### config.mk
export PLATFORM = sky130hd
export DESIGN_NAME = tbts_queue
export DESIGN_NICKNAME = d
export VERILOG_FILES = /design/src/design/tbts_pkg.sv /design/src/design/tbts_queue.sv
export SDC_FILE = /design/constraint.sdc
export NUM_CORES = 1
export LEC_CHECK = 0
export BUFFER_PORTS_ARGS = -buffer_cell sky130_fd_sc_hd__buf_2
export CORE_MARGIN = 3
export CORE_UTILIZATION = 35
export CTS_BUF_LIST = sky130_fd_sc_hd__clkbuf_4 sky130_fd_sc_hd__clkbuf_8
export CTS_CLUSTER_SIZE = 25
export DETAILED_ROUTE_END_ITERATION = 6
export PLACE_DENSITY_LB_ADDON = 0.2
export SYNTH_ARGS = -nofsm -noshare
export SYNTH_HDL_FRONTEND = slang
export SYNTH_SLANG_ARGS = --single-unit
### constraint.sdc
create_clock -name clk -period 6.3 [get_ports clk]
set_clock_uncertainty 0.1 [all_clocks]
set_input_delay 0.63 -clock clk [delete_from_list [all_inputs] [get_ports clk]]
set_output_delay 0.63 -clock clk [all_outputs]
set_load 0.02 [all_outputs]
### src/design/tbts_pkg.sv
`default_nettype none
// ----------------------------------------------------------------------------
// tbts_pkg
// shared types and constants for the triangle bbox / tile binning setup block
// ----------------------------------------------------------------------------
package tbts_pkg;

    localparam int SUBPIXEL_BITS_DEF      = 3;
    localparam int TILE_SIZE_LOG2_DEF     = 4;
    localparam int MAX_BATCH_PRIMS_DEF    = 16384;
    localparam int MAX_TILE_INSTANCES_DEF = 65535;

    localparam int SCISSOR_LIMIT = 2048;
    localparam int QUEUE_DEPTH   = 4;

    localparam int XW       = 32;
    localparam int YW       = 16;
    localparam int COORD_W  = 12;
    localparam int TILE_W   = 17;
    localparam int SLOT_W   = 14;

    localparam logic [TILE_W-1:0] COUNT_MAX = {TILE_W{1'b1}};

    localparam int CFG_IDX_W  = 2;
    localparam int CFG_DATA_W = 12;

    typedef enum logic [CFG_IDX_W-1:0] {
        CFG_SCISSOR_X      = 2'd0,
        CFG_SCISSOR_Y      = 2'd1,
        CFG_SCISSOR_WIDTH  = 2'd2,
        CFG_SCISSOR_HEIGHT = 2'd3
    } cfg_reg_t;

    typedef struct packed {
        logic [10:0] x;
        logic [10:0] y;
        logic [11:0] width;
        logic [11:0] height;
    } scissor_t;

    typedef struct packed {
        logic                    vis;
        logic [COORD_W-1:0]      min_x;
        logic [COORD_W-1:0]      max_x;
        logic [COORD_W-1:0]      min_y;
        logic [COORD_W-1:0]      max_y;
        logic [TILE_W-1:0]       tiles;
    } box_t;

endpackage
`default_nettype wire

### src/design/tbts_queue.sv
`default_nettype none
// ----------------------------------------------------------------------------
// tbts_queue
// small fifo of clipped boxes between the setup pipeline and batch accounting
// ----------------------------------------------------------------------------
module tbts_queue (
    input  wire logic          clk,
    input  wire logic          rst_n,
    input  wire logic          push,
    input  wire tbts_pkg::box_t push_data,
    output logic               full,
    input  wire logic          pop,
    output tbts_pkg::box_t     pop_data,
    output logic               empty
);
    import tbts_pkg::*;

    localparam int PW = $clog2(QUEUE_DEPTH);
    localparam int CW = $clog2(QUEUE_DEPTH + 1);

    box_t          mem [QUEUE_DEPTH];
    logic [PW-1:0] wr_ptr_reg, rd_ptr_reg;
    logic [CW-1:0] count_reg, count_next;
    logic          do_push, do_pop;

    assign full     = (count_reg == CW'(QUEUE_DEPTH));
    assign empty    = (count_reg == '0);
    assign do_push  = push && !full;
    assign do_pop   = pop && !empty;
    assign pop_data = mem[rd_ptr_reg];

    always_comb
    begin
        count_next = count_reg;
        if (do_push && !do_pop)
            count_next = count_reg + CW'(1);
        else if (do_pop && !do_push)
            count_next = count_reg - CW'(1);
    end

    always_ff @(posedge clk or negedge rst_n)
    begin
        if (!rst_n)
        begin
            wr_ptr_reg <= '0;
            rd_ptr_reg <= '0;
            count_reg  <= '0;
        end
        else
        begin
            count_reg <= count_next;
            if (do_push)
                wr_ptr_reg <= wr_ptr_reg + PW'(1);
            if (do_pop)
                rd_ptr_reg <= rd_ptr_reg + PW'(1);
        end
    end

    always_ff @(posedge clk)
    begin
        if (do_push)
            mem[wr_ptr_reg] <= push_data;
    end

endmodule
`default_nettype wire

==> Word-level counts from Yosys, hierarchy flattened <==
Memories as Yosys holds them, arrays and structs flattened.
Cells that the tools add are included.
{ "op_classes": {"addsub": 4, "multipliers": 0, "div": 0, "n_lt_le_gt_ge": 0, "n_eq_ne": 1, "shifts": 0, "n_mux": 4, "bitwise": 0, "n_reduce_logical": 10} }
{ "op_table": {"columns": ["op", "n"], "rows": [
  ["2-to-1 mux 3 bit", 2],
  ["adder 2 x 1 -> 2 bit, second input constant", 2],
  ["logical AND 1 bit", 4],
  ["logical NOT 1 bit", 4],
  ["adder 3 x 1 -> 3 bit, second input constant", 1],
  ["equality test 3 bit, second input constant", 1],
  ["logical NOT 3 bit", 1],
  ["subtractor 3 x 1 -> 3 bit, second input constant", 1],
  ["2-to-1 mux 1 bit", 2],
  ["nonzero test 2 bit", 1]
]} }
{ "totals": {"reg_bits": 7, "latchBits": 0, "ramBits": 264, "mem_bits_ro": 0, "out_inout_bits": 68, "elab_cells": 23, "n_memories": 1} }
{ "memory_table": {"columns": ["name", "words", "word_bits", "read_ports", "rd_ports_with_merged_regs", "write_ports", "line", "source"], "rows": [
  ["mem", 4, 66, 1, 0, 1, "tbts_queue.sv:21", "box_t mem [QUEUE_DEPTH];"]
]} }

==> Depth between registers and ports, before layout <==
Gate-level depths: netlist of the first run.
{ "logic_depth": {"ltp_word": 7, "mapped_depth": 9} }

==> Worst setup path after synthesis of the first run <==
OpenSTA, ideal clock, no wires.
{ "synth_timing": {"path_type": "input-to-reg", "startpoint": "in push", "endpoint": "mem mem[0][0] (netlist bit) (enable)", "t_arrival_ps": 2461, "t_required_ps": 5769, "path_slack_ps": 3308, "stages": 3, "cell_sequence": "nor2b_1 -> buf_2 -> and2_1"} }
{ "synth_via": {"elab_chain_len": 3} }
{ "synth_rtl": {"columns": ["item", "line", "source"], "rows": [
  ["from (decl)", "tbts_queue.sv:9", "input wire logic push,"],
  ["logical AND 1 bit", "tbts_queue.sv:28", "assign do_push = push && !full;"],
  ["named net do_push", "tbts_queue.sv:24", "logic do_push, do_pop;"],
  ["2-to-1 mux 1 bit", "tbts_queue.sv:61", "if (do_push)"],
  ["2-to-1 mux 1 bit (not written as such)", "tbts_queue.sv:62", "mem[wr_ptr_reg] <= push_data;"],
  ["to (decl)", "tbts_queue.sv:21", null]
]} }
The timed path passes the listed nets, and every way through them passes these cells.

==> results of run 1 <==
routing by layer:
metal	vias up	part of all wire	global-route usage
li1	1974	-	-
met1	2376	0.41	0.161
met2	150	0.50	0.209
met3	39	0.070	0.0404
met4	2	0.022	0.0429
met5	-	0.00088	0
power breakdown:
group	switching (mW)	total, mW	internal [mW]
Clock	0.655	1.50	0.843
Combinational	0.927	1.64	0.713
Sequential	0.266	2.66	2.39
Total	1.85	5.80	3.95
through the flow:
| step | hold WS [ns] | setup slack, ns |
|---|---|---|
| floorplan | 0.234 | 3.31 |
| global placement | 0.361 | 3.01 |
| finish | 0.203 | 2.56 |
| CTS | 0.153 | 2.38 |
| detailed placement | 0.376 | 2.99 |
| global route | 0.151 | 2.24 |
cells in the final DEF (no fill, tap or decap), drive strengths merged, types with 2 or more instances in the layout:
cell    synthesis  routed
clkinv          0      10
xnor2           4       4
xor2            2       2
clkbuf          0      66
mux2            2       2
edfxtp        264     264
and2            4       4
dfrtp           7       7
buf            16     138
inv             4       6
ha              5       5
mux4           66      66
cell type report:
type,count,area share
Antenna cell,1,0.000210
Clock buffer,66,0.0664
Clock inverter,13,0.00736
Inverter,4,0.00126
Multi-Input combinational cell,90,0.144
Sequential cell,271,0.682
Tap cell,378,0.0398
Timing Repair Buffer,139,0.0591
critical path, stage by stage, from the launching register on:
cell,delay (ns)
dfrtp_4,1.02
buf_4,0.64
mux4_2,0.61
buf_2,0.18
worst min-delay path by stage:
| stage | from | slack [ns] | depth (start not counted) | end |
|---|---|---|---|---|
| 2_1_floorplan | rst_n | 0.23 | 0 | count_reg[0] |
| 3_3_place_gp | count_reg[2] | 0.36 | 1 | count_reg[2] |
| 3_5_place_dp | rst_n | 0.38 | 1 | count_reg[0] |
| 4_1_cts | push_data[40] | 0.15 | 1 | mem[0][40] |
| 5_1_grt | push_data[43] | 0.15 | 1 | mem[3][43] |
| 6_report | push_data[21] | 0.20 | 1 | mem[2][21] |
what timing repair did:
| action | in CTS | in global routing |
|---|---|---|
| setup endpoints to repair | 0 | 0 |
| endpoints found under the hold margin | 7 | 0 |
| hold buffers | 1 | 0 |
cell families (layout without fill, tap and decap cells):
family                   Yosys count  after routing  synth area share
XOR/XNOR                           6              6           0.00528
adder cells (fa/ha/maj)            6              6           0.00829
buffers and inverters             20            222            0.0153
flip-flops                       271            271             0.813
multiplexers                      68             68             0.151
other                              0              1                 0
AND/OR/NAND/NOR                   10             10           0.00628
==> impl_metrics.yaml, run 1 <==
final_layout:
  fin_cells: 962
  syn_to_final_growth_pct: 19.4
  drive_gt1_frac: 0.487
  utilization: 0.426
  largest_reg_flops: 264
  fin_nets: 628
  seqCellArea_um2: 8110
  fin_area_um2: 11900
  fillers: 2489
  multi_input_area_um2: 1720
power:
  peakVddDrop_mv: 0.270
  pwr_density_cell_nw_per_um2: 487
  power.total_mw: 5.80
  power_leakage_nw: 4.06
clocking:
  cts.sinks: 271
  clk_pin_slew_worst_paths_ns: 0.06
  post-cts-setup-buffer-count: 0
  cts.path.max_buffers: 3
  cts.repair.resized: 0
  numCtsBuffers: 46
  cts_tree: "built"
  h-tree-depth: 2
  insertion_delay_ns: 0.54
  cts-root-buf: "clkbuf_8"
timing:
  tightest_slew_ns: 1.09
  final_hold_viol_count: 0
  slew_viol_final: 0
  grt_setup_unrepaired: "false"
  setup_tns_ns: 0
  period_share: 0.594
  slew_headroom: 0.271
  min_period_ns: 3.74
  fmax_mhz: 267
  setup-violations-final: 0
detailed_routing:
  postRouteAntennaNets: 0
  drt-vias-per-instance: 4.72
  wl_per_cell_um: 20.0
  drt_wl_total_um: 19300
  drtIter0Drc: 256
  drtPass1Iterations: 4
  vias: 4541
  drc_errors: 0
logic_synthesis:
  synth.area.top_cells: "edfxtp_1 (80%), mux4_2 (15%), dfrtp_1 (1.8%)"
  yosysMostFrequentCell: "edfxtp_1"
  synth_top_area_cell: "edfxtp_1"
  mappedNetlistNets: 457
  syn-cell-area_um2: 9960
  ys_seq_area_frac: 0.813
  async_flop_share: 0.0258
  yosysTopAreaCellShare: 0.796
  synth_cells: 381
  ys_warn_count: 0
  synth_area_per_cell_um2: 26.1
  synth.distinct_cells: 21
  synth_top_flop_cell: "edfxtp_1"
  synth_edf_count: 264
  synth_commonest_cells: "edfxtp_1 (264), mux4_2 (66), dfrtp_1 (7)"
  ys_ff_latch: 271
grt:
  grt_pass1_wl_um: 29500
  globalRouteOverflowTotal: 0
  grt_max_degree: 68
  grtUsageTotal: 0.127
  grt_pass1_vias: 5102
  antenna_found_initial: 1
floorplanning:
  die_w_um: 175
  die_y_um: 175
  io_pins: 138
  fp.dieArea_um2: 30500
  core-area_um2: 27900
  rows: 61
  start_util: 0.357
worst_setup_path:
  end_kind: "output port"
  r2r_setup_slack_ns: 3.72
  crit_end: "pop_data[60]"
  r2r_cells: 3
  worstPathRequired_ns: 5.57
  crit-reg2reg-launch: "count_reg[2]"
  crit_fanout: 40
  r2r_end: "mem[1][52]"
  critical_path_class: "register to output port"
  arrival_ns: 3.01
  crit_start: "rd_ptr_reg[0]"
  start_kind: "register"
job:
  maxCapViolCount: 0
outcome:
  outcome: "completed"
placement:
  post-dp-hpwl_um: 10200
  place_inst: 881
  port_buffers: 137
  gp_congestion: 0.645
  placed_cell_area_um2: 11000
hold_path:
  hold_path.class: "input port to register"
Power figures use the tool's default switching activity.
==> run 2, diff against run 1 <==
==> constraint.sdc (replaced) <==
create_clock -name clk -period 3.7 [get_ports clk]
set_clock_uncertainty 0.1 [all_clocks]
set_input_delay 0.37 -clock clk [delete_from_list [all_inputs] [get_ports clk]]
set_output_delay 0.37 -clock clk [all_outputs]
set_load 0.02 [all_outputs]
==> impl_metrics.yaml, run 2 (synthesized netlist as in run 1, its figures left out) <==
final_layout:
  largest_reg_flops: 264
  syn_to_final_growth_pct: 26.9
  layout_commonest_cell: "edfxtp_1"
  n_antenna_cell: 0
  drive_gt1_frac: 0.438
  layout_common_cells: "edfxtp_1 (264), buf_2 (137), dlygate4sd3_1 (68)"
  fin_nets: 702
clocking:
  h-tree-depth: 2
  cts-root-buf: "clkbuf_8"
  cts.path.max_buffers: 3
  numCtsBuffers: 45
  insertion_delay_ns: 0.54
  cts.repair.resized: 0
  cts.sinks: 271
  clk_pin_slew_worst_paths_ns: 0.06
  cts_tree: "built"
timing:
  worst_slack_ns: 0.904
  setup_tns_ns: 0
  tightest_slew_ns: 0.666
  grt_setup_unrepaired: "false"
  slew_headroom: 0.556
  setup-violations-final: 0
  final_hold_viol_count: 0
  slew_viol_final: 0
  period_share: 0.756
  fmax_mhz: 358
  min_period_ns: 2.80
floorplanning:
  rows: 61
  io_pins: 138
  core-area_um2: 27900
  start_util: 0.357
  fp.dieArea_um2: 30500
  die_w_um: 175
  die_y_um: 175
grt:
  grt_pass1_wl_um: 30300
  globalRouteOverflowTotal: 0
  grtUsageTotal: 0.129
  antenna_found_initial: 1
  grt_max_degree: 39
  grt_pass1_vias: 5368
worst_setup_path:
  arrival_ns: 2.33
  crit_fanout: 20
  worstPathRequired_ns: 3.23
  critical_path_class: "register to output port"
  crit-reg2reg-launch: "count_reg[2]"
  r2r_end: "mem[1][14]"
  r2r_setup_slack_ns: 1.24
  end_kind: "output port"
  start_kind: "register"
  r2r_cells: 4
detailed_routing:
  drt_wl_total_um: 19400
  drc_errors: 0
  wl_per_cell_um: 18.7
  drtIter0Drc: 309
  drtPass1Iterations: 6
  drt-vias-per-instance: 4.65
  vias: 4822
  postRouteAntennaNets: 0
placement:
  port_buffers: 137
  post-dp-hpwl_um: 11100
  pre_cts_slack_ns: 1.20
  gp_congestion: 0.672
outcome:
  outcome: "completed"
job:
  maxCapViolCount: 0
power:
  pwr_density_cell_nw_per_um2: 783
  power_leakage_nw: 4.38
  peakVddDrop_mv: 0.390
hold_path:
  hold_path.class: "input port to asynchronous set/reset pin"
==> run 2: cell type report <==
cell class / instances / area, um2
clock buffer: 62 / 753
sequential: 271 / 8110
tap: 378 / 473
fill: 2446 / 15300
clock inverter: 17 / 80.1
inverter: 4 / 15.0
multi-input combinational: 90 / 1720
timing repair buffer: 214 / 1500
==> run 2: timing repair <==
action                                  CTS  global route
buffers inserted                          0             0
endpoints found under the setup margin    0             0
endpoints found under the hold margin   273             0
hold buffers                             68             0
==> run 2: through the flow <==
| step | instance area (um2) | total power, mW | util | hold WS, ns | cells |
|---|---|---|---|---|---|
| after floorplan | 9960 | 6.55 | - | -0.0256 | 381 |
| after CTS | 12600 | 10.1 | 0.453 | 0.0491 | 1036 |
| after global routing | 12600 | 10.4 | 0.453 | 0.0734 | 1036 |
| final | 12600 | 9.90 | 0.453 | 0.0934 | 1036 |
| after global placement | 11100 | 7.54 | 0.398 | 0.108 | 889 |
| after detailed placement | 11100 | 7.60 | 0.398 | 0.115 | 889 |
==> run 2: critical path: stages (launching register included) <==
cell and delay [ns]:
dfrtp_4 0.56, buf_4 0.43, mux4_2 0.60, buf_2 0.18
==> run 2: worst max path at each step <==
stage	from	endpoint	slack [ns]	cells after the start
after floorplan	count_reg[2]	mem[0][0]	0.76	4
after global placement	count_reg[2]	mem[1][9]	1.29	4
after detailed placement	count_reg[2]	mem[1][19]	1.20	4
after CTS	rd_ptr_reg[0]	pop_data[62]	0.80	3
after global routing	rd_ptr_reg[0]	pop_data[60]	0.73	3
final	rd_ptr_reg[0]	pop_data[62]	0.90	3
==> run 2: per-layer routing <==
layer  vias up  part of all wire  GRT usage  wire length [um]
li1       2119                 -          -                 -
met1      2535              0.43      0.169              8320
met2       137              0.50      0.211              9610
met3        29             0.055     0.0352              1070
met4         2             0.018     0.0422               353
met5         -           0.00036          0                 7
==> run 2: where the power goes <==
| group | leakage, nW | internal [mW] | switching [mW] |
|---|---|---|---|
| clock network | 0.445 | 1.32 | 1.10 |
| logic | 1.43 | 1.34 | 1.83 |
| registers | 2.50 | 4.07 | 0.247 |
| total | 4.38 | 6.72 | 3.18 |
==> run 3, diff against run 2 <==
==> constraint.sdc (replaced) <==
create_clock -name clk -period 2.69 [get_ports clk]
set_clock_uncertainty 0.1 [all_clocks]
set_input_delay 0.269 -clock clk [delete_from_list [all_inputs] [get_ports clk]]
set_output_delay 0.269 -clock clk [all_outputs]
set_load 0.02 [all_outputs]
==> impl_metrics.yaml, run 3 (synthesized netlist as in run 1, its figures left out) <==
outcome:
  outcome: "completed"
timing:
  grt_setup_unrepaired: "true"
  slew_viol_final: 0
  period_share: 0.955
  setup-violations-final: 0
  slew_headroom: 0.698
  tightest_slew_ns: 0.454
  fmax_mhz: 389
  worst_slack_ns: 0.122
  final_hold_viol_count: 0
  min_period_ns: 2.57
  setup_tns_ns: 0
hold_path:
  hold_path.class: "input port to register"
job:
  maxCapViolCount: 0
worst_setup_path:
  end_kind: "output port"
  crit_fanout: 35
  worstPathRequired_ns: 2.32
  critical_path_class: "register to output port"
  start_kind: "register"
  arrival_ns: 2.20
detailed_routing:
  drt_wl_total_um: 19400
  drt-vias-per-instance: 4.67
  drtIter0Drc: 220
  postRouteAntennaNets: 0
  vias: 4830
  wl_per_cell_um: 18.7
  drtPass1Iterations: 4
  drc_errors: 0
power:
  pwr-share-comb: 0.331
  power_frac_seq: 0.431
  switchingPower_mw: 4.35
  power_leakage_nw: 4.40
  p_sw_frac: 0.319
  pwr_density_cell_nw_per_um2: 1070
  peakVddDrop_mv: 0.555
  internal_power_mw: 9.29
  clockPowerShare: 0.237
final_layout:
  n_antenna_cell: 0
  fin_nets: 706
  layout_common_cells: "edfxtp_1 (264), buf_2 (134), dlygate4sd3_1 (69)"
  fin_cells: 1035
  layout_commonest_cell: "edfxtp_1"
  syn_to_final_growth_pct: 27.6
  drive_gt1_frac: 0.437
  largest_reg_flops: 264
grt:
  grt_max_degree: 60
  grt_pass1_vias: 5472
  grtUsageTotal: 0.129
  grt_pass1_wl_um: 30300
  antenna_found_initial: 1
  globalRouteOverflowTotal: 0
floorplanning:
  fp.dieArea_um2: 30500
  core-area_um2: 27900
  rows: 61
  io_pins: 138
  start_util: 0.357
  die_y_um: 175
  die_w_um: 175
placement:
  post-dp-hpwl_um: 11200
  pre_cts_slack_ns: 0.405
  place_inst: 892
  gp_congestion: 0.729
  port_buffers: 137
clocking:
  cts-root-buf: "clkbuf_8"
  cts_tree: "built"
  insertion_delay_ns: 0.53
  numCtsBuffers: 45
  clk_pin_slew_worst_paths_ns: 0.06
  cts.sinks: 271
  h-tree-depth: 2
  cts.path.max_buffers: 3
  post-cts-setup-buffer-count: 0
## run 3: metal layers
layer / up-vias / track usage / wire length, um
li1: 2131 / - / -
met3: 35 / 0.0335 / 905
met5: - / 0 / 13
met1: 2542 / 0.154 / 7860
met2: 120 / 0.224 / 10100
met4: 2 / 0.0492 / 509
## run 3: area by class of cell
type                            count  area [um2]
Tap cell                          378         473
Timing Repair Buffer              218        1610
Clock buffer                       57         722
Sequential cell                   271        8110
Clock inverter                     17        73.8
Multi-Input combinational cell     90        1720
Inverter                            4        15.0
Fill cell                        2443       15200
## run 3: worst paths after layout
path	start	end	slack, ns	cells after the start
max in group asynchronous	rst_n	rd_ptr_reg[0]	1.64	3
worst max register to register	count_reg[0]	count_reg[2]	0.42	8
worst min-delay path	push	wr_ptr_reg[0]	0.20	4
worst min register to register	count_reg[2]	count_reg[2]	0.44	1
min in group asynchronous	rst_n	count_reg[1]	0.58	3
worst max-delay path	rd_ptr_reg[0]	pop_data[19]	0.12	3
## run 3: repair_timing
action | in CTS | in global routing
endpoints found under the hold margin | 273 | 0
resized for setup | 0 | 7
hold buffers | 69 | 0
endpoints found under the setup margin | 0 | 35
## run 3: critical path: stages (launching register included)
cell     delay [ns]
dfrtp_4        0.58
buf_16         0.30
mux4_2         0.56
buf_2          0.18
## run 3: power groups by stage
stage,combinational (mW),clock [mW],sequential (mW)
2_1_floorplan,3.16,0,5.82
3_3_place_gp,4.52,0,5.92
3_5_place_dp,4.54,0,5.99
4_1_cts,4.63,3.39,5.90
5_1_grt,4.86,3.58,5.97
6_report,4.52,3.24,5.88
## run 3: stage by stage
stage,instance area [um2],hold WS [ns],utilization,power [mW]
finish,12700,0.195,0.455,13.6
global route,12700,0.182,0.455,14.4
CTS,12700,0.155,0.454,13.9
detailed placement,11200,0.0190,0.401,10.5
global placement,11200,0.00681,0.401,10.4
floorplan,9970,-0.127,-,8.97
