## src/design/tbts_pkg.sv

```systemverilog
`default_nettype none
// ----------------------------------------------------------------------------
// tbts_pkg
// shared types and constants for the triangle bbox / tile binning setup block
// ----------------------------------------------------------------------------
package tbts_pkg;

    localparam int SUBPIXEL_BITS_DEF      = 3;
    localparam int TILE_SIZE_LOG2_DEF     = 4;
    localparam int MAX_BATCH_PRIMS_DEF    = 16384;
    localparam int MAX_TILE_INSTANCES_DEF = 65535;

    localparam int SCISSOR_LIMIT = 2048;
    localparam int QUEUE_DEPTH   = 4;

    localparam int XW       = 32;
    localparam int YW       = 16;
    localparam int COORD_W  = 12;
    localparam int TILE_W   = 17;
    localparam int SLOT_W   = 14;

    localparam logic [TILE_W-1:0] COUNT_MAX = {TILE_W{1'b1}};

    localparam int CFG_IDX_W  = 2;
    localparam int CFG_DATA_W = 12;

    typedef enum logic [CFG_IDX_W-1:0] {
        CFG_SCISSOR_X      = 2'd0,
        CFG_SCISSOR_Y      = 2'd1,
        CFG_SCISSOR_WIDTH  = 2'd2,
        CFG_SCISSOR_HEIGHT = 2'd3
    } cfg_reg_t;

    typedef struct packed {
        logic [10:0] x;
        logic [10:0] y;
        logic [11:0] width;
        logic [11:0] height;
    } scissor_t;

    typedef struct packed {
        logic                    vis;
        logic [COORD_W-1:0]      min_x;
        logic [COORD_W-1:0]      max_x;
        logic [COORD_W-1:0]      min_y;
        logic [COORD_W-1:0]      max_y;
        logic [TILE_W-1:0]       tiles;
    } box_t;

endpackage
`default_nettype wire

```

## src/design/tbts_if.sv

```systemverilog
`default_nettype none
// ----------------------------------------------------------------------------
// tbts interfaces
// valid/ready channels for triangle setup words and binning result words
// ----------------------------------------------------------------------------
interface tbts_prim_if;
    logic               valid;
    logic               ready;
    logic signed [31:0] edge_a_x;
    logic signed [31:0] edge_b_x;
    logic signed [31:0] edge_c_x;
    logic signed [31:0] slope_a;
    logic signed [31:0] slope_b;
    logic signed [31:0] slope_c;
    logic signed [15:0] top_y;
    logic signed [15:0] middle_y;
    logic signed [15:0] bottom_y;

    modport source (
        output valid, edge_a_x, edge_b_x, edge_c_x, slope_a, slope_b, slope_c,
               top_y, middle_y, bottom_y,
        input  ready
    );
    modport sink (
        input  valid, edge_a_x, edge_b_x, edge_c_x, slope_a, slope_b, slope_c,
               top_y, middle_y, bottom_y,
        output ready
    );
endinterface

`default_nettype wire

```

## src/design/tbts_front.sv

```systemverilog
`default_nettype none
// ----------------------------------------------------------------------------
// tbts_front
// setup pipeline: edge end points, x/y extent, scissor clip and tile count
// ----------------------------------------------------------------------------
module tbts_front #(
    parameter int SUBPIXEL_BITS  = tbts_pkg::SUBPIXEL_BITS_DEF,
    parameter int TILE_SIZE_LOG2 = tbts_pkg::TILE_SIZE_LOG2_DEF
) (
    input  wire logic              clk,
    input  wire logic              rst_n,
    tbts_prim_if.sink              prim,
    input  wire tbts_pkg::scissor_t scissor,
    input  wire logic              q_full,
    output logic                   box_valid,
    output tbts_pkg::box_t         box
);
    import tbts_pkg::*;

    localparam int XS  = 16 + SUBPIXEL_BITS;
    localparam int CW  = 18;
    localparam int TWW = COORD_W + 1;
    localparam logic signed [XW:0]  ROUND_X = (XW+1)'((64'd1 << XS) - 64'd1);
    localparam logic signed [YW:0]  ROUND_Y = (YW+1)'((64'd1 << SUBPIXEL_BITS) - 64'd1);
    localparam logic [11:0] SC_LIMIT = 12'(SCISSOR_LIMIT);

    function automatic logic signed [XW-1:0] smin(input logic signed [XW-1:0] a,
                                                  input logic signed [XW-1:0] b);
        return (a < b) ? a : b;
    endfunction

    function automatic logic signed [XW-1:0] smax(input logic signed [XW-1:0] a,
                                                  input logic signed [XW-1:0] b);
        return (a > b) ? a : b;
    endfunction

    function automatic logic signed [CW-1:0] cmin(input logic signed [CW-1:0] a,
                                                  input logic signed [CW-1:0] b);
        return (a < b) ? a : b;
    endfunction

    function automatic logic signed [CW-1:0] cmax(input logic signed [CW-1:0] a,
                                                  input logic signed [CW-1:0] b);
        return (a > b) ? a : b;
    endfunction

    logic       advance;
    logic [4:0] v_reg;

    // stage 1: spans and products
    logic [YW:0]     span_a, span_b, span_c;
    logic [XW-1:0]   pa_next, pb_next, pc_next;
    logic [XW-1:0]   pa_reg, pb_reg, pc_reg;
    logic [XW-1:0]   xa1_reg, xb1_reg, xc1_reg;
    logic signed [YW-1:0] ylo1_reg, yhi1_reg;

    // stage 2: end points
    logic signed [XW-1:0] xa2_reg, xb2_reg, xc2_reg, ea2_reg, eb2_reg, ec2_reg;
    logic signed [YW-1:0] ylo2_reg, yhi2_reg;

    // stage 3: extent
    logic signed [XW-1:0] lo_next, hi_next, lo3_reg, hi3_reg;
    logic signed [YW-1:0] ylo3_reg, yhi3_reg;

    // stage 4: rounding and clip
    logic signed [XW:0]   bx0_sum, bx1_sum, bx0_sh, bx1_sh;
    logic signed [YW:0]   by0_sum, by1_sum, by0_sh, by1_sh;
    logic signed [CW-1:0] bx0, bx1, by0, by1;
    logic [11:0]          sw, sh;
    logic signed [13:0]   xlim, ylim;
    logic signed [CW-1:0] cx0, cx1, cy0, cy1;
    logic                 vis_next, vis4_reg;
    logic [COORD_W-1:0]   cx0_reg, cx1_reg, cy0_reg, cy1_reg;

    // stage 5: tile count
    logic [TWW-1:0]       tw, th;
    logic [2*TWW-1:0]     tprod;
    logic [TILE_W-1:0]    tiles;
    box_t                 box_next, box_reg;

    assign advance    = !v_reg[4] || !q_full;
    assign prim.ready = advance;
    assign box_valid  = v_reg[4];
    assign box        = box_reg;

    always_comb
    begin
        span_a  = {prim.bottom_y[YW-1], prim.bottom_y} - {prim.top_y[YW-1], prim.top_y};
        span_b  = {prim.middle_y[YW-1], prim.middle_y} - {prim.top_y[YW-1], prim.top_y};
        span_c  = {prim.bottom_y[YW-1], prim.bottom_y}
                - {prim.middle_y[YW-1], prim.middle_y};
        pa_next = XW'($unsigned(prim.slope_a) * {{(XW-YW-1){span_a[YW]}}, span_a});
        pb_next = XW'($unsigned(prim.slope_b) * {{(XW-YW-1){span_b[YW]}}, span_b});
        pc_next = XW'($unsigned(prim.slope_c) * {{(XW-YW-1){span_c[YW]}}, span_c});
    end

    always_comb
    begin
        lo_next = smin(smin(smin(xa2_reg, xb2_reg), smin(xc2_reg, ea2_reg)),
                       smin(eb2_reg, ec2_reg));
        hi_next = smax(smax(smax(xa2_reg, xb2_reg), smax(xc2_reg, ea2_reg)),
                       smax(eb2_reg, ec2_reg));
    end

    always_comb
    begin
        bx0_sum = $signed({lo3_reg[XW-1], lo3_reg}) + ROUND_X;
        bx1_sum = $signed({hi3_reg[XW-1], hi3_reg}) - (XW+1)'(1);
        bx0_sh  = bx0_sum >>> XS;
        bx1_sh  = bx1_sum >>> XS;
        bx0     = bx0_sh[CW-1:0];
        bx1     = bx1_sh[CW-1:0];
        by0_sum = $signed({ylo3_reg[YW-1], ylo3_reg}) + ROUND_Y;
        by1_sum = $signed({yhi3_reg[YW-1], yhi3_reg}) - (YW+1)'(1);
        by0_sh  = by0_sum >>> SUBPIXEL_BITS;
        by1_sh  = by1_sum >>> SUBPIXEL_BITS;
        by0     = {by0_sh[YW], by0_sh};
        by1     = {by1_sh[YW], by1_sh};
        sw      = (scissor.width > SC_LIMIT) ? SC_LIMIT : scissor.width;
        sh      = (scissor.height > SC_LIMIT) ? SC_LIMIT : scissor.height;
        xlim    = $signed({3'b0, scissor.x}) + $signed({2'b0, sw}) - 14'sd1;
        ylim    = $signed({3'b0, scissor.y}) + $signed({2'b0, sh}) - 14'sd1;
        cx0     = cmax($signed({7'b0, scissor.x}), bx0);
        cx1     = cmin({{(CW-14){xlim[13]}}, xlim}, bx1);
        cy0     = cmax($signed({7'b0, scissor.y}), by0);
        cy1     = cmin({{(CW-14){ylim[13]}}, ylim}, by1);
        vis_next = (cx0 <= cx1) && (cy0 <= cy1);
    end

    always_comb
    begin
        tw    = TWW'(cx1_reg >> TILE_SIZE_LOG2) - TWW'(cx0_reg >> TILE_SIZE_LOG2) + TWW'(1);
        th    = TWW'(cy1_reg >> TILE_SIZE_LOG2) - TWW'(cy0_reg >> TILE_SIZE_LOG2) + TWW'(1);
        tprod = tw * th;
        if (!vis4_reg)
            tiles = '0;
        else if (tprod > (2*TWW)'(COUNT_MAX))
            tiles = COUNT_MAX;
        else
            tiles = tprod[TILE_W-1:0];
        box_next.vis   = vis4_reg;
        box_next.min_x = cx0_reg;
        box_next.max_x = cx1_reg;
        box_next.min_y = cy0_reg;
        box_next.max_y = cy1_reg;
        box_next.tiles = tiles;
    end

    always_ff @(posedge clk or negedge rst_n)
    begin
        if (!rst_n)
            v_reg <= '0;
        else if (advance)
            v_reg <= {v_reg[3:0], prim.valid};
    end

    always_ff @(posedge clk)
    begin
        if (advance)
        begin
            pa_reg   <= pa_next;
            pb_reg   <= pb_next;
            pc_reg   <= pc_next;
            xa1_reg  <= prim.edge_a_x;
            xb1_reg  <= prim.edge_b_x;
            xc1_reg  <= prim.edge_c_x;
            ylo1_reg <= prim.top_y;
            yhi1_reg <= prim.bottom_y;

            xa2_reg  <= xa1_reg;
            xb2_reg  <= xb1_reg;
            xc2_reg  <= xc1_reg;
            ea2_reg  <= xa1_reg + pa_reg;
            eb2_reg  <= xb1_reg + pb_reg;
            ec2_reg  <= xc1_reg + pc_reg;
            ylo2_reg <= ylo1_reg;
            yhi2_reg <= yhi1_reg;

            lo3_reg  <= lo_next;
            hi3_reg  <= hi_next;
            ylo3_reg <= ylo2_reg;
            yhi3_reg <= yhi2_reg;

            vis4_reg <= vis_next;
            cx0_reg  <= vis_next ? cx0[COORD_W-1:0] : '0;
            cx1_reg  <= vis_next ? cx1[COORD_W-1:0] : '0;
            cy0_reg  <= vis_next ? cy0[COORD_W-1:0] : '0;
            cy1_reg  <= vis_next ? cy1[COORD_W-1:0] : '0;

            box_reg  <= box_next;
        end
    end

endmodule
`default_nettype wire

```

## src/flat_wrapper.sv

```systemverilog
// flat-port wrapper written by rule: the top's interface ports become plain ports
module tbts_front_flat import tbts_pkg::*;
#(
    parameter int SUBPIXEL_BITS  = tbts_pkg::SUBPIXEL_BITS_DEF,
    parameter int TILE_SIZE_LOG2 = tbts_pkg::TILE_SIZE_LOG2_DEF
)
  (clk, rst_n, scissor, q_full, box_valid, box, prim_valid, prim_edge_a_x, prim_edge_b_x, prim_edge_c_x, prim_slope_a, prim_slope_b, prim_slope_c, prim_top_y, prim_middle_y, prim_bottom_y, prim_ready);
  tbts_prim_if prim_i ();
  input  wire logic clk;
  input  wire logic rst_n;
  input  wire tbts_pkg::scissor_t scissor;
  input  wire logic q_full;
  output logic box_valid;
  output tbts_pkg::box_t box;
  input wire logic [$bits(prim_i.valid)-1:0] prim_valid;
  input wire logic [$bits(prim_i.edge_a_x)-1:0] prim_edge_a_x;
  input wire logic [$bits(prim_i.edge_b_x)-1:0] prim_edge_b_x;
  input wire logic [$bits(prim_i.edge_c_x)-1:0] prim_edge_c_x;
  input wire logic [$bits(prim_i.slope_a)-1:0] prim_slope_a;
  input wire logic [$bits(prim_i.slope_b)-1:0] prim_slope_b;
  input wire logic [$bits(prim_i.slope_c)-1:0] prim_slope_c;
  input wire logic [$bits(prim_i.top_y)-1:0] prim_top_y;
  input wire logic [$bits(prim_i.middle_y)-1:0] prim_middle_y;
  input wire logic [$bits(prim_i.bottom_y)-1:0] prim_bottom_y;
  output wire logic [$bits(prim_i.ready)-1:0] prim_ready;
  assign prim_i.valid = prim_valid;
  assign prim_i.edge_a_x = prim_edge_a_x;
  assign prim_i.edge_b_x = prim_edge_b_x;
  assign prim_i.edge_c_x = prim_edge_c_x;
  assign prim_i.slope_a = prim_slope_a;
  assign prim_i.slope_b = prim_slope_b;
  assign prim_i.slope_c = prim_slope_c;
  assign prim_i.top_y = prim_top_y;
  assign prim_i.middle_y = prim_middle_y;
  assign prim_i.bottom_y = prim_bottom_y;
  assign prim_ready = prim_i.ready;
  tbts_front #(.SUBPIXEL_BITS(SUBPIXEL_BITS), .TILE_SIZE_LOG2(TILE_SIZE_LOG2)) u_core (.clk(clk), .rst_n(rst_n), .prim(prim_i), .scissor(scissor), .q_full(q_full), .box_valid(box_valid), .box(box));
endmodule
```

## config.mk

```make
export PLATFORM = sky130hd
export DESIGN_NAME = tbts_front_flat
export DESIGN_NICKNAME = d
export VERILOG_FILES = /design/src/design/tbts_pkg.sv /design/src/design/tbts_if.sv /design/src/design/tbts_front.sv /design/src/flat_wrapper.sv
export SDC_FILE = /design/constraint.sdc
export NUM_CORES = 2
export LEC_CHECK = 0
export ABC_AREA = 0
export BUFFER_PORTS_ARGS = -buffer_cell sky130_fd_sc_hd__buf_2
export CORE_MARGIN = 3
export CORE_UTILIZATION = 50
export CTS_BUF_LIST = sky130_fd_sc_hd__clkbuf_4 sky130_fd_sc_hd__clkbuf_8
export DETAILED_ROUTE_END_ITERATION = 7
export GPL_ROUTABILITY_DRIVEN = 0
export PLACE_DENSITY = 0.66
export SLEW_MARGIN = 20
export SYNTH_ARGS = -nofsm -noshare
export SYNTH_HDL_FRONTEND = slang
export SYNTH_SLANG_ARGS = --single-unit
export TNS_END_PERCENT = 10
```

## constraint.sdc

```tcl
create_clock -name clk -period 18.97 [get_ports clk]
set_clock_uncertainty 0.2 [all_clocks]
set_input_delay 1.897 -clock clk [delete_from_list [all_inputs] [get_ports clk]]
set_output_delay 1.897 -clock clk [all_outputs]
set_load 0.01 [all_outputs]
```

# After elaboration in Yosys (flattened, before gate mapping)
# Index checks and enable logic that the tools add are counted.
# W data, S select, Z words.
op_classes:
  add_sub_neg: 18
  n_mul: 4
  magnitude_cmp: 19
  n_mux: 17
  n_reduce_logical: 4
op_table:
  columns: ["operator", "count"]
  rows:
  - ["$mux W32", 10]
  - ["$gt A32 B32 Y1", 5]
  - ["$lt A32 B32 Y1", 5]
  - ["$add A32 B32 Y32", 3]
  - ["$mul A32 B17 Y32", 3]
  - ["$mux W18", 4]
  - ["$sub A16 B16 Y17", 3]
  - ["$le A18 B18 Y1", 2]
  - ["$add A32 B20 Y33 const B", 1]
  - ["$sub A32 B2 Y33 const B", 1]
  - ["$gt A12 B14 Y1", 2]
  - ["$lt A14 B14 Y1", 2]
  - ["$sub A13 B1 Y14 const B", 2]
  - ["$add A11 B12 Y13", 2]
  - ["$add A13 B1 Y13 const B", 2]
  - ["$gt A26 B17 Y1 const B", 1]
  - ["$mul A13 B13 Y26", 1]
  - ["$gt A12 B12 Y1 const B", 2]
  - ["$mux W12", 2]
  - ["$sub A8 B8 Y9", 2]
  - ["$add A16 B4 Y17 const B", 1]
  - ["$mux W17", 1]
  - ["$sub A16 B2 Y17 const B", 1]
  - ["$logic_not A1 Y1", 2]
  - ["other kinds (2)", 2]
totals:
  reg_bits: 664
  inputBits: 290
  out_inout_bits: 68
  wordCells: 94

# Depth between registers and ports, before layout
depth:
  depth_word: 8
  ltp_mapped: 46
  mapped_depth_nobuf: 42

# Worst setup path after synthesis
# OpenSTA, ideal clock, no wires.
synth_timing:
  path_type: "in2reg"
  start: "input port q_full"
  end: "register u_core.v_reg[0]"
  t_arrival_ns: 17.770
  required_ns: 18.627
  path_slack_ns: 0.857
  cell_stages: 2
  path_buffers: 0
  cell_sequence: "nand2_1 mux2_2"
synth_between:
  elab_chain_len: 2
synth_rtl:
  columns: ["element", "line_no", "source"]
  rows:
  - ["from (decl)", "flat_wrapper.sv:12", "input wire logic q_full;"]
  - ["$logic_not A1 Y1", "tbts_front.sv:81", "assign advance = !v_reg[4] || !q_full;"]
  - ["$logic_or A1 B1 Y1", "tbts_front.sv:81", null]
  - ["to (signal assigned)", "tbts_front.sv:154", "v_reg <= {v_reg[3:0], prim.valid};"]
  - ["to (decl)", "tbts_front.sv:48", "logic [4:0] v_reg;"]
# Every way passes these cells.
# A chain may end at the register's enable or synchronous reset.

# Worst setup path after layout
layout_timing:
  start: "register u_core.xc2_reg[1]"
  end: "register u_core.hi3_reg[29], data pin"
layout_between:
  elab_chain_len: 6
layout_rtl:
  columns: ["element", "line_no", "source"]
  rows:
  - ["from (decl)", "tbts_front.sv:58", "logic signed [XW-1:0] xa2_reg, xb2_reg, xc2_reg, ea2_reg, eb2_reg, ec2_reg;"]
  - ["from (signal assigned)", "tbts_front.sv:172", "xc2_reg <= xc1_reg;"]
  - ["$gt A32 B32 Y1", "tbts_front.sv:34", "return (a > b) ? a : b;"]
  - ["$mux W32 (*)", "tbts_front.sv:34", null]
  - ["$gt A32 B32 Y1", "tbts_front.sv:34", null]
  - ["$mux W32 (*)", "tbts_front.sv:34", null]
  - ["$gt A32 B32 Y1", "tbts_front.sv:34", null]
  - ["$mux W32 (*)", "tbts_front.sv:34", null]
  - ["named net u_core.hi_next[29]", "tbts_front.sv:62", "logic signed [XW-1:0] lo_next, hi_next, lo3_reg, hi3_reg;"]
  - ["to (signal assigned)", "tbts_front.sv:180", "hi3_reg <= hi_next;"]
  - ["to (decl)", "tbts_front.sv:62", null]
# Mark *: on every way through the listed nets, which the timed path passes. The rest lies on a longest branch.

==> results.ini <==
[status]
run_status=finished, final reports clean

[logic_synthesis]
yosys.area.top_type=sky130_fd_sc_hd__fa_1
asyncSetResetFlopFracSynth_pct=0.753
synth_warnings=0
synth_area_um2=84000
ys_ff_latch=664
synthTopCellsByCount=1606 x sky130_fd_sc_hd__inv_1, 1088 x sky130_fd_sc_hd__fa_1, 942 x sky130_fd_sc_hd__nand2_1, 860 x sky130_fd_sc_hd__ha_1, 659 x sky130_fd_sc_hd__edfxtp_1
yosys.area.top_type_share_pct=25.9
syn_inst=8454
yosys-top-cells-area=sky130_fd_sc_hd__fa_1 26%, sky130_fd_sc_hd__edfxtp_1 24%, sky130_fd_sc_hd__ha_1 13%, sky130_fd_sc_hd__inv_1 7.2%, sky130_fd_sc_hd__nand2_1 4.2%
seq_area_frac_synth_pct=23.7
synth.avg_cell_area_um2=9.94
synth_enable_flop_cells=659
ys.flop_type=sky130_fd_sc_hd__edfxtp_1
yosysMostFrequentCell=sky130_fd_sc_hd__inv_1
synth.lib_cells_used.distinct=103

[timing]
setup-tns-final_ns=0
final_max_slew_viol_count=0
max_freq_mhz=93.4
final.min_clock_period_ns=10.70
min_period_over_period_pct=56.4
setup_viol_count_final=0
worst_pin_slew_ns=1.09
worst_slew_margin_rel_pct=26.7
grt_setup_unrepaired=false
final_hold_viol_count=0

[critical_path]
critical_path.reg2reg.endpoint=u_core.hi3_reg[29]
setup.worst_path.start=u_core.xc2_reg[1]
worstSetupEndpoint=u_core.hi3_reg[29]
critPathKind=reg -> reg
critical-path-slowest-cell=sky130_fd_sc_hd__a311o_2
reg2reg_launch_point=u_core.xc2_reg[1]
critical_path_required_ns=19.30
timing.critical_path.to_type=flop
crit_fanout=33
worstRegToRegCells=42
cp_data_arrival_time_ns=11.03
critical_path.startpoint_type=flop
critical_path.max_stage_delay_ns=0.78
ff2ff_setup_slack_ns=8.27

[route]
dr_total_vias=61042
detailedRoute.firstPassIterationCount=6
drt_iter0_markers=4481
wl_um=237000
antenna_violating_nets_post_route=0
vias_per_cell=5.54
drc_errors=0
routedWlPerCell_um=21.5

[floorplan]
chip_height_um=416
die_area_um2=173000
core_area_um2=166000
floorplan.initialDensity_pct=50.6
fp.dieW_um=416
io_pins=358
row_count=149

[clock_network]
clk_pin_slew_worst_paths_ns=0.08
post-cts-setup-buffers=0
root_buffer=sky130_fd_sc_hd__clkbuf_8
tritoncts_num_sinks=664
htreeDepth=3
post_cts_resize_count=0
cts_hold_buf=0
tritoncts=yes
clock_latency_on_the_worst_skew_pair_ns=0.88
number_of_buffers_on_the_longest_clock_path=3
number_of_buffers_created_by_cts=116

[finish]
number_of_inserted_filler_cells_in_the_final_layout=14695
area.sequential_um2=19900
largest_register_ffs=66
drive_above_1_share_pct=9.43
nets=10970
multiInputGateArea_um2=57300
area.growth.synth_to_final_pct=8.19

[grt]
wire_length_of_the_first_global_routing_pass_um=368000
antenna_found_initial=10
largest_net_degree_at_the_start_of_global_routing=81
gr-total-overflow=0
grt_pass1_vias=63275
grt_usage_pct=27.5

[worst_hold_path]
worstHoldPathType=reg -> reg
min_path_cells=0

[job]
number_of_max_capacitance_violations_reported=0

[place]
place.detailed.hpwl_um=193000
numPortBuffers=357

-- logic make-up (layout without fill, tap and decap cells) --
family                   after synthesis  in the layout  share of synthesized area, %
AO/OA/AOI/OAI                        993            993                          8.03
XOR/XNOR                             365            365                          3.97
adder cells (fa/ha/maj)             1948           1948                          38.7
buffers and inverters               1894           2270                          8.56
flip-flops                           664            664                          23.7
multiplexers                         285            285                          3.46
other                                  1              7                       0.00446
AND/OR/NAND/NOR                     2304           2304                          13.5
-- metal layers --
| layer | part of all wire (%) | wire length, um | global-route usage, % | vias to the layer above |
|---|---|---|---|---|
| li1 | - | - | - | 27925 |
| met3 | 6.8 | 16200 | 4.28 | 463 |
| met1 | 41 | 98000 | 36.3 | 30474 |
| met4 | 5.8 | 13700 | 13.8 | 8 |
| met5 | 0.020 | 48 | 0 | - |
| met2 | 46 | 109000 | 44.1 | 2172 |
-- through the flow --
stage                     worst slack (ns)  cell area, um2  utilization, %  hold slack (ns)  cells
after global placement                7.96           88400            53.3            0.201  10803
after global routing                  7.62           90900            54.8            0.221  11021
after detailed placement              7.77           88400            53.3            0.205  10803
final                                 8.27           90900            54.8            0.217  11025
after floorplan                      0.857           84000               -            0.200   8455
after CTS                             8.30           90900            54.8            0.217  11020
-- cells in the final DEF, fill, tap and decap left out, types with 24 or more instances in the layout --
cell / netlist / final
sky130_fd_sc_hd__inv_1: 1606 / 1606
sky130_fd_sc_hd__xnor2_1: 273 / 257
sky130_fd_sc_hd__or2_2: 59 / 59
sky130_fd_sc_hd__o21a_1: 68 / 68
sky130_fd_sc_hd__fa_1: 1088 / 1087
sky130_fd_sc_hd__a21o_1: 174 / 174
sky130_fd_sc_hd__edfxtp_1: 659 / 659
sky130_fd_sc_hd__a211o_1: 24 / 24
sky130_fd_sc_hd__ha_1: 860 / 860
sky130_fd_sc_hd__nor2_1: 207 / 205
sky130_fd_sc_hd__nor2b_1: 164 / 164
sky130_fd_sc_hd__a21oi_1: 262 / 258
sky130_fd_sc_hd__and2_1: 482 / 482
sky130_fd_sc_hd__nand4_1: 97 / 97
sky130_fd_sc_hd__a22oi_1: 32 / 32
sky130_fd_sc_hd__buf_4: 4 / 89
sky130_fd_sc_hd__o21bai_1: 29 / 29
sky130_fd_sc_hd__mux2_2: 41 / 41
sky130_fd_sc_hd__nor3_1: 61 / 61
sky130_fd_sc_hd__clkinv_2: 0 / 27
sky130_fd_sc_hd__nand3_1: 122 / 122
sky130_fd_sc_hd__a211oi_1: 36 / 36
sky130_fd_sc_hd__clkinv_1: 1 / 28
sky130_fd_sc_hd__and3_1: 29 / 29
sky130_fd_sc_hd__clkbuf_8: 0 / 119
sky130_fd_sc_hd__nand2_1: 942 / 939
sky130_fd_sc_hd__buf_2: 17 / 357
sky130_fd_sc_hd__a41oi_1: 24 / 24
sky130_fd_sc_hd__nand2b_1: 68 / 68
sky130_fd_sc_hd__xor2_1: 81 / 72
sky130_fd_sc_hd__mux2i_1: 243 / 243
sky130_fd_sc_hd__o21ai_0: 149 / 147
-- worst min path at each step --
| stage | endpoint | start |
|---|---|---|
| floorplan | u_core.box[17] | u_core.cy1_reg[0] |
| global placement | u_core.ylo2_reg[7] | u_core.ylo1_reg[7] |
| detailed placement | u_core.box[54] | u_core.cx0_reg[1] |
| CTS | u_core.box[29] | u_core.cy0_reg[0] |
| global route | u_core.box[29] | u_core.cy0_reg[0] |
| finish | u_core.yhi3_reg[4] | u_core.yhi2_reg[4] |
-- worst max-delay path: cells and delay by family (launching register included) --
kind                     cells  cell delay (ns)
AO/OA/AOI/OAI               23             5.45
adder cells (fa/ha/maj)      3             0.86
buffers and inverters        4             1.33
flip-flops                   1             0.42
multiplexers                 3             1.01
AND/OR/NAND/NOR              9             1.08
-- layout make-up --
class / instances / share of cell area, %
antenna: 5 / 0.0138
clock buffer: 135 / 1.93
clock inverter: 82 / 0.809
inverter: 1607 / 6.64
multi-input combinational: 5897 / 63.0
sequential: 664 / 21.9
tap: 2189 / 3.01
timing repair buffer: 446 / 2.70
Power is not shown: default switching activity piles up to over one toggle a cycle in this logic, so the estimate is an artifact.
